`config.mk`:
```
export PLATFORM = sky130hd
export DESIGN_NAME = json_string_unescape_utf8_flat
export DESIGN_NICKNAME = d
export VERILOG_FILES = /design/src/hw/rtl/jsu_pkg.sv /design/src/hw/rtl/jsu_in_if.sv /design/src/hw/rtl/jsu_out_if.sv /design/src/hw/rtl/jsu_decode.sv /design/src/hw/rtl/json_string_unescape_utf8.sv /design/src/flat_wrapper.sv
export SDC_FILE = /design/constraint.sdc
export NUM_CORES = 1
export LEC_CHECK = 0
export BUFFER_PORTS_ARGS = -buffer_cell sky130_fd_sc_hd__buf_2
export CAP_MARGIN = 20
export CELL_PAD_IN_SITES_DETAIL_PLACEMENT = 0
export CELL_PAD_IN_SITES_GLOBAL_PLACEMENT = 1
export CORE_ASPECT_RATIO = 1.75
export CORE_MARGIN = 10
export CORE_UTILIZATION = 47
export CTS_BUF_LIST = sky130_fd_sc_hd__clkbuf_8 sky130_fd_sc_hd__clkbuf_16
export CTS_CLUSTER_DIAMETER = 80
export DETAILED_ROUTE_END_ITERATION = 12
export PLACE_DENSITY_LB_ADDON = 0.08
export RECOVER_POWER = 50
export SLEW_MARGIN = 20
export SYNTH_ARGS = -nofsm -noshare
export SYNTH_HDL_FRONTEND = slang
export SYNTH_SLANG_ARGS = --single-unit
export TNS_END_PERCENT = 5
```
`constraint.sdc`:
```
create_clock -name clk -period 5.1 [get_ports clk]
set_clock_uncertainty 0.1 [all_clocks]
set_input_delay 1.53 -clock clk [delete_from_list [all_inputs] [get_ports clk]]
set_output_delay 1.53 -clock clk [all_outputs]
set_load 0.02 [all_outputs]
```
`src/hw/rtl/jsu_pkg.sv`:
```
// jsu_pkg: types and constants shared by the json string unescaper
`timescale 1ns / 1ps
`default_nettype none

package jsu_pkg;

  // scanner mode
  typedef enum logic [3:0] {
    MODE_IDLE        = 4'd0,
    MODE_STR         = 4'd1,
    MODE_ESC         = 4'd2,
    MODE_HEX_FIRST   = 4'd3,
    MODE_NEED_BSLASH = 4'd4,
    MODE_NEED_U      = 4'd5,
    MODE_HEX_LOW     = 4'd6
  } mode_t;

  // result kinds
  localparam logic [1:0] KIND_DATA = 2'd0;
  localparam logic [1:0] KIND_DONE = 2'd1;
  localparam logic [1:0] KIND_ERR  = 2'd2;

  // error codes
  localparam logic [3:0] ERR_EXPECT_QUOTE = 4'd0;
  localparam logic [3:0] ERR_CONTROL      = 4'd1;
  localparam logic [3:0] ERR_UNTERM_ESC   = 4'd2;
  localparam logic [3:0] ERR_BAD_ESC      = 4'd3;
  localparam logic [3:0] ERR_SHORT_HEX    = 4'd4;
  localparam logic [3:0] ERR_BAD_HEX      = 4'd5;
  localparam logic [3:0] ERR_NO_LOW       = 4'd6;
  localparam logic [3:0] ERR_BAD_LOW      = 4'd7;
  localparam logic [3:0] ERR_UNTERM_STR   = 4'd8;

  // most result words one input byte can cause
  localparam int unsigned MAX_WORDS = 4;

  // scanner state; hex_value holds at most three collected digits
  typedef struct packed {
    mode_t       mode;
    logic [11:0] hex_value;
    logic [1:0]  hex_digits_seen;
    logic [9:0]  high_surrogate;
  } state_t;

  // one result word without its end-of-run mark
  typedef struct packed {
    logic [7:0] out_byte;
    logic [1:0] kind;
    logic [3:0] error_code;
  } result_t;

  typedef logic [2:0] word_count_t;

endpackage

`default_nettype wire

```
`src/hw/rtl/jsu_in_if.sv`:
```
// jsu_in_if: input channel carrying raw text bytes and the end marker
`timescale 1ns / 1ps
`default_nettype none

interface jsu_in_if;
  logic       valid;
  logic       ready;
  logic [7:0] in_byte;
  logic       end_of_input;

  modport source (output valid, output in_byte, output end_of_input, input ready);
  modport sink   (input valid, input in_byte, input end_of_input, output ready);
endinterface

`default_nettype wire

```
`src/hw/rtl/jsu_out_if.sv`:
```
// jsu_out_if: output channel carrying decoded bytes, completion and errors
`timescale 1ns / 1ps
`default_nettype none

interface jsu_out_if;
  logic       valid;
  logic       ready;
  logic [7:0] out_byte;
  logic [1:0] kind;
  logic [3:0] error_code;
  logic       last_of_run;

  modport source (output valid, output out_byte, output kind, output error_code,
                  output last_of_run, input ready);
  modport sink   (input valid, input out_byte, input kind, input error_code,
                  input last_of_run, output ready);
endinterface

`default_nettype wire

```
`src/hw/rtl/jsu_decode.sv`:
```
// jsu_decode: next-state and result words for one text byte
`timescale 1ns / 1ps
`default_nettype none

module jsu_decode (
  input  jsu_pkg::state_t      st,
  input  logic [7:0]           in_byte,
  input  logic                 end_of_input,
  output jsu_pkg::state_t      st_next,
  output jsu_pkg::word_count_t res_count,
  output jsu_pkg::result_t     res_words [jsu_pkg::MAX_WORDS]
);
  import jsu_pkg::*;

  localparam logic [7:0]  CH_QUOTE  = 8'h22;
  localparam logic [7:0]  CH_BSLASH = 8'h5C;
  localparam logic [7:0]  CH_SLASH  = 8'h2F;
  localparam logic [7:0]  CH_SPACE  = 8'h20;
  localparam logic [7:0]  CH_U      = 8'h75;
  localparam logic [5:0]  HIGH_SURR_TAG = 6'b110110;
  localparam logic [5:0]  LOW_SURR_TAG  = 6'b110111;
  localparam logic [20:0] SUPP_BASE = 21'h10000;

  // hex digit value, bit 4 set when the byte is no hex digit
  function automatic logic [4:0] hex_digit(input logic [7:0] c);
    logic [4:0] d;
    d = 5'h10;
    if (c >= 8'h30 && c <= 8'h39) d = {1'b0, c[3:0]};
    else if ((c >= 8'h61 && c <= 8'h66) || (c >= 8'h41 && c <= 8'h46))
      d = {1'b0, c[3:0] + 4'd9};
    return d;
  endfunction

  logic        err_hit;
  logic [3:0]  err_code;
  logic        enc_hit;
  logic [20:0] cp;
  logic [4:0]  digit;
  logic [15:0] hex_full;

  assign digit    = hex_digit(in_byte);
  assign hex_full = {st.hex_value, digit[3:0]};

  // mode sequencing
  always_comb begin
    st_next  = st;
    err_hit  = 1'b0;
    err_code = ERR_EXPECT_QUOTE;
    enc_hit  = 1'b0;
    cp       = '0;
    res_count = '0;
    for (int i = 0; i < MAX_WORDS; i++) res_words[i] = '0;

    unique case (st.mode)
      MODE_IDLE: begin
        if (end_of_input) begin
          err_hit = 1'b1;
        end else if (in_byte == CH_SPACE || (in_byte >= 8'h09 && in_byte <= 8'h0D)) begin
          st_next = st;
        end else if (in_byte == CH_QUOTE) begin
          st_next.mode = MODE_STR;
        end else begin
          err_hit = 1'b1;
        end
      end

      MODE_STR: begin
        if (end_of_input) begin
          err_hit  = 1'b1;
          err_code = ERR_UNTERM_STR;
        end else if (in_byte == CH_QUOTE) begin
          st_next      = '{mode: MODE_IDLE, default: '0};
          res_count    = 3'd1;
          res_words[0] = '{out_byte: 8'h00, kind: KIND_DONE, error_code: 4'd0};
        end else if (in_byte < CH_SPACE) begin
          err_hit  = 1'b1;
          err_code = ERR_CONTROL;
        end else if (in_byte == CH_BSLASH) begin
          st_next.mode = MODE_ESC;
        end else begin
          res_count    = 3'd1;
          res_words[0] = '{out_byte: in_byte, kind: KIND_DATA, error_code: 4'd0};
        end
      end

      MODE_ESC: begin
        if (end_of_input) begin
          err_hit  = 1'b1;
          err_code = ERR_UNTERM_ESC;
        end else begin
          st_next.mode = MODE_STR;
          res_count    = 3'd1;
          res_words[0].kind = KIND_DATA;
          unique case (in_byte)
            CH_QUOTE, CH_BSLASH, CH_SLASH: res_words[0].out_byte = in_byte;
            8'h62: res_words[0].out_byte = 8'h08;
            8'h66: res_words[0].out_byte = 8'h0C;
            8'h6E: res_words[0].out_byte = 8'h0A;
            8'h72: res_words[0].out_byte = 8'h0D;
            8'h74: res_words[0].out_byte = 8'h09;
            CH_U: begin
              res_count               = 3'd0;
              st_next.mode            = MODE_HEX_FIRST;
              st_next.hex_value       = '0;
              st_next.hex_digits_seen = '0;
            end
            default: begin
              err_hit  = 1'b1;
              err_code = ERR_BAD_ESC;
            end
          endcase
        end
      end

      MODE_HEX_FIRST, MODE_HEX_LOW: begin
        if (end_of_input) begin
          err_hit  = 1'b1;
          err_code = ERR_SHORT_HEX;
        end else if (digit[4]) begin
          err_hit  = 1'b1;
          err_code = ERR_BAD_HEX;
        end else if (st.hex_digits_seen != 2'd3) begin
          st_next.hex_value       = hex_full[11:0];
          st_next.hex_digits_seen = st.hex_digits_seen + 2'd1;
        end else begin
          st_next.hex_value       = '0;
          st_next.hex_digits_seen = '0;
          if (st.mode == MODE_HEX_FIRST) begin
            if (hex_full[15:10] == HIGH_SURR_TAG) begin
              st_next.high_surrogate = hex_full[9:0];
              st_next.mode           = MODE_NEED_BSLASH;
            end else begin
              st_next.mode = MODE_STR;
              enc_hit      = 1'b1;
              cp           = {5'd0, hex_full};
            end
          end else if (hex_full[15:10] != LOW_SURR_TAG) begin
            err_hit  = 1'b1;
            err_code = ERR_BAD_LOW;
          end else begin
            st_next.high_surrogate = '0;
            st_next.mode           = MODE_STR;
            enc_hit                = 1'b1;
            cp = SUPP_BASE + {1'b0, st.high_surrogate, hex_full[9:0]};
          end
        end
      end

      MODE_NEED_BSLASH: begin
        if (end_of_input || in_byte != CH_BSLASH) begin
          err_hit  = 1'b1;
          err_code = ERR_NO_LOW;
        end else begin
          st_next.mode = MODE_NEED_U;
        end
      end

      MODE_NEED_U: begin
        if (end_of_input || in_byte != CH_U) begin
          err_hit  = 1'b1;
          err_code = ERR_NO_LOW;
        end else begin
          st_next.mode            = MODE_HEX_LOW;
          st_next.hex_value       = '0;
          st_next.hex_digits_seen = '0;
        end
      end

      default: begin
        err_hit = 1'b1;
      end
    endcase

    // utf-8 encoding of a finished code point
    if (enc_hit) begin
      for (int i = 0; i < MAX_WORDS; i++) res_words[i].kind = KIND_DATA;
      priority if (cp <= 21'h7F) begin
        res_count = 3'd1;
        res_words[0].out_byte = {1'b0, cp[6:0]};
      end else if (cp <= 21'h7FF) begin
        res_count = 3'd2;
        res_words[0].out_byte = 8'hC0 | {3'd0, cp[10:6]};
        res_words[1].out_byte = 8'h80 | {2'd0, cp[5:0]};
      end else if (cp <= 21'hFFFF) begin
        res_count = 3'd3;
        res_words[0].out_byte = 8'hE0 | {4'd0, cp[15:12]};
        res_words[1].out_byte = 8'h80 | {2'd0, cp[11:6]};
        res_words[2].out_byte = 8'h80 | {2'd0, cp[5:0]};
      end else begin
        res_count = 3'd4;
        res_words[0].out_byte = 8'hF0 | {5'd0, cp[20:18]};
        res_words[1].out_byte = 8'h80 | {2'd0, cp[17:12]};
        res_words[2].out_byte = 8'h80 | {2'd0, cp[11:6]};
        res_words[3].out_byte = 8'h80 | {2'd0, cp[5:0]};
      end
    end

    // any error clears the work state and returns to idle
    if (err_hit) begin
      st_next      = '{mode: MODE_IDLE, default: '0};
      res_count    = 3'd1;
      for (int i = 0; i < MAX_WORDS; i++) res_words[i] = '0;
      res_words[0] = '{out_byte: 8'h00, kind: KIND_ERR, error_code: err_code};
    end
  end

endmodule

`default_nettype wire

```
`src/hw/rtl/json_string_unescape_utf8.sv`:
```
// json_string_unescape_utf8: top level of the json string unescaper
`timescale 1ns / 1ps
`default_nettype none

// Scans JSON text one byte per word and emits the unescaped string contents
// as UTF-8 data words, followed by a completion word at the closing quote, or
// a single error word, after which the scanner is idle again. Each input word
// is registered, decoded combinationally against the scanner state and loaded
// into a four-word result slot that drains through the output port one word
// per cycle while the output is ready; the last word caused by an input
// carries last_of_run. A byte that gives at most one result word is taken
// every cycle while the output is ready; a code point that leaves as n
// UTF-8 bytes occupies the result slot, and so the input path, until all n
// have left.
module json_string_unescape_utf8 (
  input  wire      clk,
  input  wire      rst,
  jsu_in_if.sink   in_ch,
  jsu_out_if.source out_ch
);
  import jsu_pkg::*;

  // input register
  logic       in_q_valid;
  logic [7:0] in_q_byte;
  logic       in_q_end;

  // scanner state
  state_t st;
  state_t st_next;

  // result slot
  result_t     slot_words [MAX_WORDS];
  word_count_t slot_cnt;
  logic [1:0]  slot_pos;

  word_count_t dec_count;
  result_t     dec_words [MAX_WORDS];

  logic slot_busy;
  logic slot_last;
  logic out_fire;
  logic slot_done;
  logic load;
  logic in_fire;

  jsu_decode u_decode (
    .st           (st),
    .in_byte      (in_q_byte),
    .end_of_input (in_q_end),
    .st_next      (st_next),
    .res_count    (dec_count),
    .res_words    (dec_words)
  );

  // handshake control
  assign slot_busy = (slot_cnt != 3'd0);
  assign slot_last = ({1'b0, slot_pos} == slot_cnt - 3'd1);
  assign out_fire  = slot_busy && out_ch.ready;
  assign slot_done = out_fire && slot_last;
  assign load      = in_q_valid && (!slot_busy || slot_done);
  assign in_ch.ready = !in_q_valid || load;
  assign in_fire   = in_ch.valid && in_ch.ready;

  // output drive
  assign out_ch.valid       = slot_busy;
  assign out_ch.out_byte    = slot_words[slot_pos].out_byte;
  assign out_ch.kind        = slot_words[slot_pos].kind;
  assign out_ch.error_code  = slot_words[slot_pos].error_code;
  assign out_ch.last_of_run = slot_last;

  // input register
  always_ff @(posedge clk) begin
    if (rst) begin
      in_q_valid <= 1'b0;
    end else if (in_fire) begin
      in_q_valid <= 1'b1;
    end else if (load) begin
      in_q_valid <= 1'b0;
    end
    if (in_fire) begin
      in_q_byte <= in_ch.in_byte;
      in_q_end  <= in_ch.end_of_input;
    end
  end

  // scanner state
  always_ff @(posedge clk) begin
    if (rst) begin
      st <= '{mode: MODE_IDLE, default: '0};
    end else if (load) begin
      st <= st_next;
    end
  end

  // result slot control
  always_ff @(posedge clk) begin
    if (rst) begin
      slot_cnt <= '0;
      slot_pos <= '0;
    end else if (load && dec_count != 3'd0) begin
      slot_cnt <= dec_count;
      slot_pos <= '0;
    end else if (slot_done) begin
      slot_cnt <= '0;
      slot_pos <= '0;
    end else if (out_fire) begin
      slot_pos <= slot_pos + 2'd1;
    end
  end

  // result slot words
  always_ff @(posedge clk) begin
    if (load && dec_count != 3'd0) begin
      for (int i = 0; i < MAX_WORDS; i++) slot_words[i] <= dec_words[i];
    end
  end

endmodule

`default_nettype wire

```
`src/flat_wrapper.sv`:
```
// flat-port wrapper written by rule: the top's interface ports become plain ports
module json_string_unescape_utf8_flat import jsu_pkg::*;
  (clk, rst, in_ch_valid, in_ch_in_byte, in_ch_end_of_input, in_ch_ready, out_ch_valid, out_ch_out_byte, out_ch_kind, out_ch_error_code, out_ch_last_of_run, out_ch_ready);
  jsu_in_if in_ch_i ();
  jsu_out_if out_ch_i ();
  input  wire clk;
  input  wire rst;
  input wire logic [$bits(in_ch_i.valid)-1:0] in_ch_valid;
  input wire logic [$bits(in_ch_i.in_byte)-1:0] in_ch_in_byte;
  input wire logic [$bits(in_ch_i.end_of_input)-1:0] in_ch_end_of_input;
  output wire logic [$bits(in_ch_i.ready)-1:0] in_ch_ready;
  output wire logic [$bits(out_ch_i.valid)-1:0] out_ch_valid;
  output wire logic [$bits(out_ch_i.out_byte)-1:0] out_ch_out_byte;
  output wire logic [$bits(out_ch_i.kind)-1:0] out_ch_kind;
  output wire logic [$bits(out_ch_i.error_code)-1:0] out_ch_error_code;
  output wire logic [$bits(out_ch_i.last_of_run)-1:0] out_ch_last_of_run;
  input wire logic [$bits(out_ch_i.ready)-1:0] out_ch_ready;
  assign in_ch_i.valid = in_ch_valid;
  assign in_ch_i.in_byte = in_ch_in_byte;
  assign in_ch_i.end_of_input = in_ch_end_of_input;
  assign in_ch_ready = in_ch_i.ready;
  assign out_ch_valid = out_ch_i.valid;
  assign out_ch_out_byte = out_ch_i.out_byte;
  assign out_ch_kind = out_ch_i.kind;
  assign out_ch_error_code = out_ch_i.error_code;
  assign out_ch_last_of_run = out_ch_i.last_of_run;
  assign out_ch_i.ready = out_ch_ready;
  json_string_unescape_utf8 u_core (.clk(clk), .rst(rst), .in_ch(in_ch_i), .out_ch(out_ch_i));
endmodule
```
# --- Word level (Yosys, flattened, before mapping) ---
# Memory sizes are Yosys's and may differ from the RTL's. A register that Yosys moved wholly into a read port is not among the register bits.
# Index checks and enable logic that the tools add are counted.
totals:
  regBits: 43
  mem_bits_rw: 56
  inputBits: 13
  out_inout_bits: 17
  memories: 1
memory_table:
  columns: ["memory", "depth", "word_bits", "rd", "rd_clocked_by_memory_dff", "write_ports", "line_no", "source"]
  rows:
  - ["u_core.slot_words", 4, 14, 1, 1, 4, "json_string_unescape_utf8.sv:33", "result_t slot_words [MAX_WORDS];"]
op_classes:
  n_addsub: 5
  magnitude_cmp: 12
  n_eq_ne: 39
  muxes: 117
  reduce_logical: 32
op_table:
  columns: ["cell", "n"]
  rows:
  - ["28-bit 2-to-1 mux", 5]
  - ["21-bit 2-to-1 mux", 6]
  - ["10-bit 2-to-1 mux", 9]
  - ["14-bit 2-to-1 mux", 5]
  - ["14-bit one-hot mux with 5 select lines", 1]
  - ["8-bit by 7-bit == test with 1-bit output, second input constant", 7]
  - ["56-bit 2-to-1 mux", 1]
  - ["8-bit 2-to-1 mux", 7]
  - ["4-bit 2-to-1 mux", 12]
  - ["8-bit one-hot mux with 6 select lines", 1]
  - ["3-bit 2-to-1 mux", 15]
  - ["18-bit 2-to-1 mux", 2]
  - ["1-bit 2-to-1 mux", 34]
  - ["3-bit != test, second input constant", 11]
  - ["16-bit 2-to-1 mux", 2]
  - ["10-bit one-hot mux with 3 select lines", 1]
  - ["8-bit by 6-bit == test with 1-bit output, second input constant", 3]
  - ["24-bit 2-to-1 mux", 1]
  - ["6-bit 2-to-1 mux", 4]
  - ["4-bit one-hot mux with 6 select lines", 1]
  - ["17-bit by 20-bit adder with 21-bit output, first input constant", 1]
  - ["21-bit by 11-bit less-or-equal comparator with 1-bit output, second input constant", 1]
  - ["21-bit by 16-bit less-or-equal comparator with 1-bit output, second input constant", 1]
  - ["21-bit by 7-bit less-or-equal comparator with 1-bit output, second input constant", 1]
  - ["other kinds (39)", 73]

# --- Longest topological paths before layout ---
logic_depth:
  depth_word: 22
  mapped_depth: 10
  mapped_depth_nobuf: 9

# --- Hierarchy ---
# Synthesis repeated with hierarchy kept, for this count alone.
hier_totals:
  cells_unflattened: 595
  area_unflattened_um2: 6127.1
by_module_without_submodules:
  columns: ["module", "instances", "cells_per_inst", "area_per_inst_um2", "seq_area_each_um2"]
  rows:
  - ["json_string_unescape_utf8", 1, 212, 3697.3, 2672.6]
  - ["jsu_decode", 1, 383, 2429.8, 0.0]

# --- Least setup slack after synthesis ---
# Ideal clock, no wire load.
synth_timing:
  path_type: "flip-flop to flip-flop"
  start: "register u_core.in_q_byte[0]"
  end: "memory u_core.slot_words[0][0] in the netlist's numbering (enable)"
  setup_ns: 0.451
  t_arrival_ns: 3.805
  required_ns: 4.549
  path_slack_ns: 0.744
  path_stages_with_launch: 9
  path_buffers: 0
  cell_sequence: "edfxtp_1 > inv_1 > ha_1 > nor3b_1 > nor4_4 > nor3_1 > a211o_1 > o31ai_1 > a21oi_1"
synth_lines:
  columns: ["element", "line_no", "source"]
  rows:
  - ["from (decl)", "json_string_unescape_utf8.sv:25", "logic [7:0] in_q_byte;"]
  - ["from (signal assigned)", "json_string_unescape_utf8.sv:82", "in_q_byte <= in_ch.in_byte;"]
  - ["to (decl)", "json_string_unescape_utf8.sv:33", null]

# --- Final worst setup path ---
layout_timing:
  start: "register u_core.in_q_byte[0]"
  end: "register u_core.slot_cnt[2]"
layout_between:
  elab_chain_cells: 21
layout_lines:
  columns: ["element", "line_no", "source"]
  rows:
  - ["8-bit by 7-bit >= comparator with 1-bit output / 8-bit by 7-bit less-or-equal comparator with 1-bit output (equally long branches)", "jsu_decode.sv:29", "else if ((c >= 8'h61 && c <= 8'h66) || (c >= 8'h41 && c <= 8'h46))"]
  - ["1-bit logical AND", "jsu_decode.sv:29", null]
  - ["1-bit logical OR", "jsu_decode.sv:29", null]
  - ["5-bit 2-to-1 mux", "jsu_decode.sv:29", null]
  - ["5-bit 2-to-1 mux", "jsu_decode.sv:28", "if (c >= 8'h30 && c <= 8'h39) d = {1'b0, c[3:0]};"]
  - ["17-bit by 20-bit adder with 21-bit output", "jsu_decode.sv:144", "cp = SUPP_BASE + {1'b0, st.high_surrogate, hex_full[9:0]};"]
  - ["21-bit 2-to-1 mux", "jsu_decode.sv:137", "end else if (hex_full[15:10] != LOW_SURR_TAG) begin"]
  - ["21-bit 2-to-1 mux", "jsu_decode.sv:128", "if (st.mode == MODE_HEX_FIRST) begin"]
  - ["[... 5 more ...]", null, null]
  - ["3-bit 2-to-1 mux", "jsu_decode.sv:184", "end else if (cp <= 21'hFFFF) begin"]
  - ["3-bit 2-to-1 mux", "jsu_decode.sv:180", "end else if (cp <= 21'h7FF) begin"]
  - ["3-bit 2-to-1 mux", "jsu_decode.sv:177", "priority if (cp <= 21'h7F) begin"]
  - ["3-bit 2-to-1 mux", "jsu_decode.sv:175", "if (enc_hit) begin"]
  - ["3-bit 2-to-1 mux (*)", "jsu_decode.sv:199", "if (err_hit) begin"]
  - ["3-bit nonzero test", "json_string_unescape_utf8.sv:101", "end else if (load && dec_count != 3'd0) begin"]
  - ["1-bit logical AND", "json_string_unescape_utf8.sv:101", null]
  - ["3-bit 2-to-1 mux / 2-bit nonzero test (equally long branches)", null, null]
  - ["to (signal assigned)", "json_string_unescape_utf8.sv:102", "slot_cnt <= dec_count;"]
  - ["to (decl)", "json_string_unescape_utf8.sv:34", "word_count_t slot_cnt;"]
# Every way passes the cells marked *; elsewhere a longest branch is shown, timed or not.
# A chain may end at the register's enable or synchronous reset.

==> summary.md <==
| Metric | Value |
|---|---|
| Yosys reg bits | `slightly below 80` |
| Unrepaired setup endpoints after global routing | `no` |
| TritonCTS clock tree | `done` |
| CP Capture Type | `flip-flop` |
| CP Max Fanout | `approximately 40` |
| Clock Latency Late Sink | `about 0.34 ns` |
| EDFF count, synth | `between 40 and 50` |
| Clk buf depth | `2` |
| Cell Rows | `49` |
| Max Cap Viol | `0` |
| Top cell type's share of synthesized area | `between 20 and 30%` |
| P&R area growth vs syn | `10.6%` |
| Switch share | `between 20% and 30%` |
| Initial drt markers | `323` |
| Ranking of synthesized cells by area | `edfxtp_1 27%, dfxtp_1 14%, nand2_1 6.6%` |
| Core ar. | `around 10,000 µm²` |
| CTS buffer count | `9` |
| Gr usage total | `18.7%` |
| Worst min path class | `flip-flop to flip-flop` |
| Vias | `4,195` |
| Die area | `roughly 15,000 µm²` |
| Pint | `~1100 µW` |
| Boundary pin count | `30` |
| Top cell type by total area after synthesis | `edfxtp_1` |
| Total negative slack | `0 ns` |
| Remaining antenna violation count | `0` |
| Final net count | `565` |
| Clk pwr share | `44.8%` |
| Run status | `finished clean` |
| Seq pwr share | `about 48%` |
| Ys Warns | `0` |
| Final hold slack | `0.356 ns` |
| Worst setup margin | `about 0.95 ns` |
| Ant. Diodes | `0` |
| Layout cells sized above 1 | `roughly 11%` |
| Initial Utilization | `47.5%` |
| Max Clock Freq | `241 MHz` |
| Final Hold Fails | `0` |
| Sw Pwr | `approximately 370 µW` |
| Clock Sinks | `79` |
| Cell count after synthesis | `approximately 530` |
| RD Place Congestion | `between 0.9 and 1` |
| Worst-Margin Slew | `1.09 ns` |
| Ys async rst share | `0%` |
| Largest net degree at the start of global routing | `42` |
| Syn Area/Cell | `9.18 µm²` |
| Critical path's slowest cell | `a2111oi_2` |
| Total Wirelength | `approximately 14,000 µm` |
| DRC violation count after routing | `0` |
| Post-detailed-route wirelength per cell | `between 20 and 25 µm` |
| Vias in the first global route | `4,180` |
| Worst Path Arrival | `4.28 ns` |
| Drt first pass iters | `5` |
| Leading cell types in the layout, fill and taps excluded | `85 x nand2_1, 44 x edfxtp_1, 37 x a21oi_1` |
| Crit share post-route | `approximately four fifths` |
| Combinational share of power | `7.3%` |
| Netlist cell types | `76` |
| Post-CTS setup buffer count | `0` |
| First-pass GRT wire length | `22,700 µm` |
| Htree depth | `3` |
| Main synth FF type | `edfxtp_1` |
| Min Tclk post-route | `approximately 4.1 ns` |
| CTS root buf | `clkbuf_16` |
| CTS Hold Bufs | `0` |
| Post-synth net total | `approximately 550` |
| Synthesized cell area | `between 4000 and 5000 µm²` |
| Slew HR | `a little over a quarter` |
| Worst EP required | `5.23 ns` |
| Slew Viols, Final | `0` |
| Peak supply drop | `0.000176 V` |
| Vias per cell | `around 6.2` |
| Crit Path Category | `flip-flop to flip-flop` |
| Leak | `around 0.0018 µW` |
| Total power draw | `approximately 1500 µW` |
| Post-synthesis sequential area ratio | `between 40% and 50%` |
| Die X | `96.7 µm` |
| Startpoint type of the worst setup path | `flip-flop` |
| Post-DP HPWL | `~11,000 µm` |
| Cell Pwr Density | `279 nW/µm²` |
| Critical-path cell list | `inv_1 -> ha_1 -> o21bai_1 -> a2111oi_2 -> nor3_1 -> a211o_1 -> o31ai_1 -> a21oi_4 -> clkbuf_2 -> a32o_1` |
| DP Worst Slack | `1.44 ns` |
| CP peak stage delay | `approximately 0.74 ns` |
| Final Setup Violations | `0` |
| I/O Buffers | `29` |
| Final core utilization | `between 50 and 60%` |
| Initial antenna violation count | `0` |
| Worst-path clk slew | `0.06 ns` |
| Grt ovf | `0` |
| Post-CTS Resized | `0` |
| Die height | `roughly 150 µm` |
| Commonest non-fill, non-tap cell in the layout | `nand2_1` |
-- Yosys cell counts, types with 4 or more instances --
| library cell | count |
|---|---|
| a21oi_1 | 38 |
| o21ai_0 | 20 |
| nor2b_1 | 5 |
| mux2i_1 | 17 |
| xnor2_1 | 5 |
| nor4_1 | 5 |
| a31oi_1 | 5 |
| nand2_1 | 85 |
| ha_1 | 9 |
| nand3_1 | 22 |
| nor2_1 | 27 |
| a221oi_1 | 5 |
| a211oi_1 | 4 |
| o22ai_1 | 5 |
| nand4_1 | 9 |
| nor3_1 | 15 |
| edfxtp_1 | 44 |
| nand3b_1 | 10 |
| dfxtp_1 | 35 |
| nand2b_1 | 7 |
| or3_1 | 6 |
| clkbuf_1 | 20 |
| buf_2 | 7 |
| and3_1 | 7 |
| mux4_2 | 7 |
| and2_1 | 16 |
| inv_1 | 13 |
-- cell families (layout without fill, tap and decap cells) --
logic type / after synthesis / in the layout / synth area share (%)
buf+inv: 45 / 66 / 3.98
flops: 79 / 79 / 41.8
compound gates: 128 / 128 / 18.4
mux: 24 / 24 / 6.78
simple gates: 234 / 234 / 25.3
xor+xnor: 8 / 8 / 1.45
fa+ha+maj: 9 / 9 / 2.33
-- power groups by stage --
| stage | combinational (µW) | sequential (µW) | clock (µW) |
|---|---|---|---|
| 2_1_floorplan | 86.9 | 716 | 0 |
| 5_1_grt | 118 | 719 | 705 |
| 3_3_place_gp | 110 | 727 | 0 |
| 6_report | 109 | 716 | 671 |
| 3_5_place_dp | 112 | 729 | 0 |
| 4_1_cts | 112 | 715 | 680 |
-- per-layer routing --
| layer | part of all wire (%) | GRT usage [%] | vias up |
|---|---|---|---|
| li1 | - | - | 2016 |
| met1 | 40 | 20.6 | 2011 |
| met2 | 52 | 34.0 | 139 |
| met3 | 4.7 | 3.12 | 29 |
| met4 | 2.9 | 7.97 | 0 |
| met5 | 0 | 0 | - |
-- worst paths after layout --
| check | end | slack [ns] | cells past startpoint | from |
|---|---|---|---|---|
| worst min-delay path | u_core.slot_cnt[1] | 0.36 | 2 | u_core.slot_cnt[1] |
| worst max-delay path | u_core.slot_cnt[2] | 0.95 | 10 | u_core.in_q_byte[0] |
| worst min register to register | u_core.slot_cnt[1] | 0.36 | 2 | u_core.slot_cnt[1] |
| worst max register to register | u_core.slot_cnt[2] | 0.95 | 10 | u_core.in_q_byte[0] |
-- critical path, delay by kind of cell, from the launching register on --
kind	cells	cell delay [ns]
adders and majority gates	1	0.21
and+or+nand+nor	1	0.16
AOI/OAI and AO/OA	6	2.32
buffers and inverters	2	0.73
DFF	1	0.51
-- through the flow --
stage / area, µm² / instances
final: 5350 / 675
after global routing: 5350 / 675
after CTS: 5370 / 675
after detailed placement: 5060 / 659
after global placement: 5060 / 659
after floorplan: 4840 / 527
-- state kept, by name, summed over array words and instances, names as in the netlist, named ones only --
name	cells
u_core.slot_cnt	3
u_core.in_q_end	1
u_core.slot_pos	2
u_core.in_q_valid	1
u_core.in_q_byte	8
u_core.slot_words	35
u_core.st	27
-- cell type report --
type	instances	area, µm²
clock buffer	9	225
clock inverter	7	85.1
fill	997	4820
inverter	15	56.3
multi-input combinational	403	2630
sequential	79	2020
tap	127	159
timing repair buffer	35	175
No activity file was read; power rests on OpenSTA's default activity.
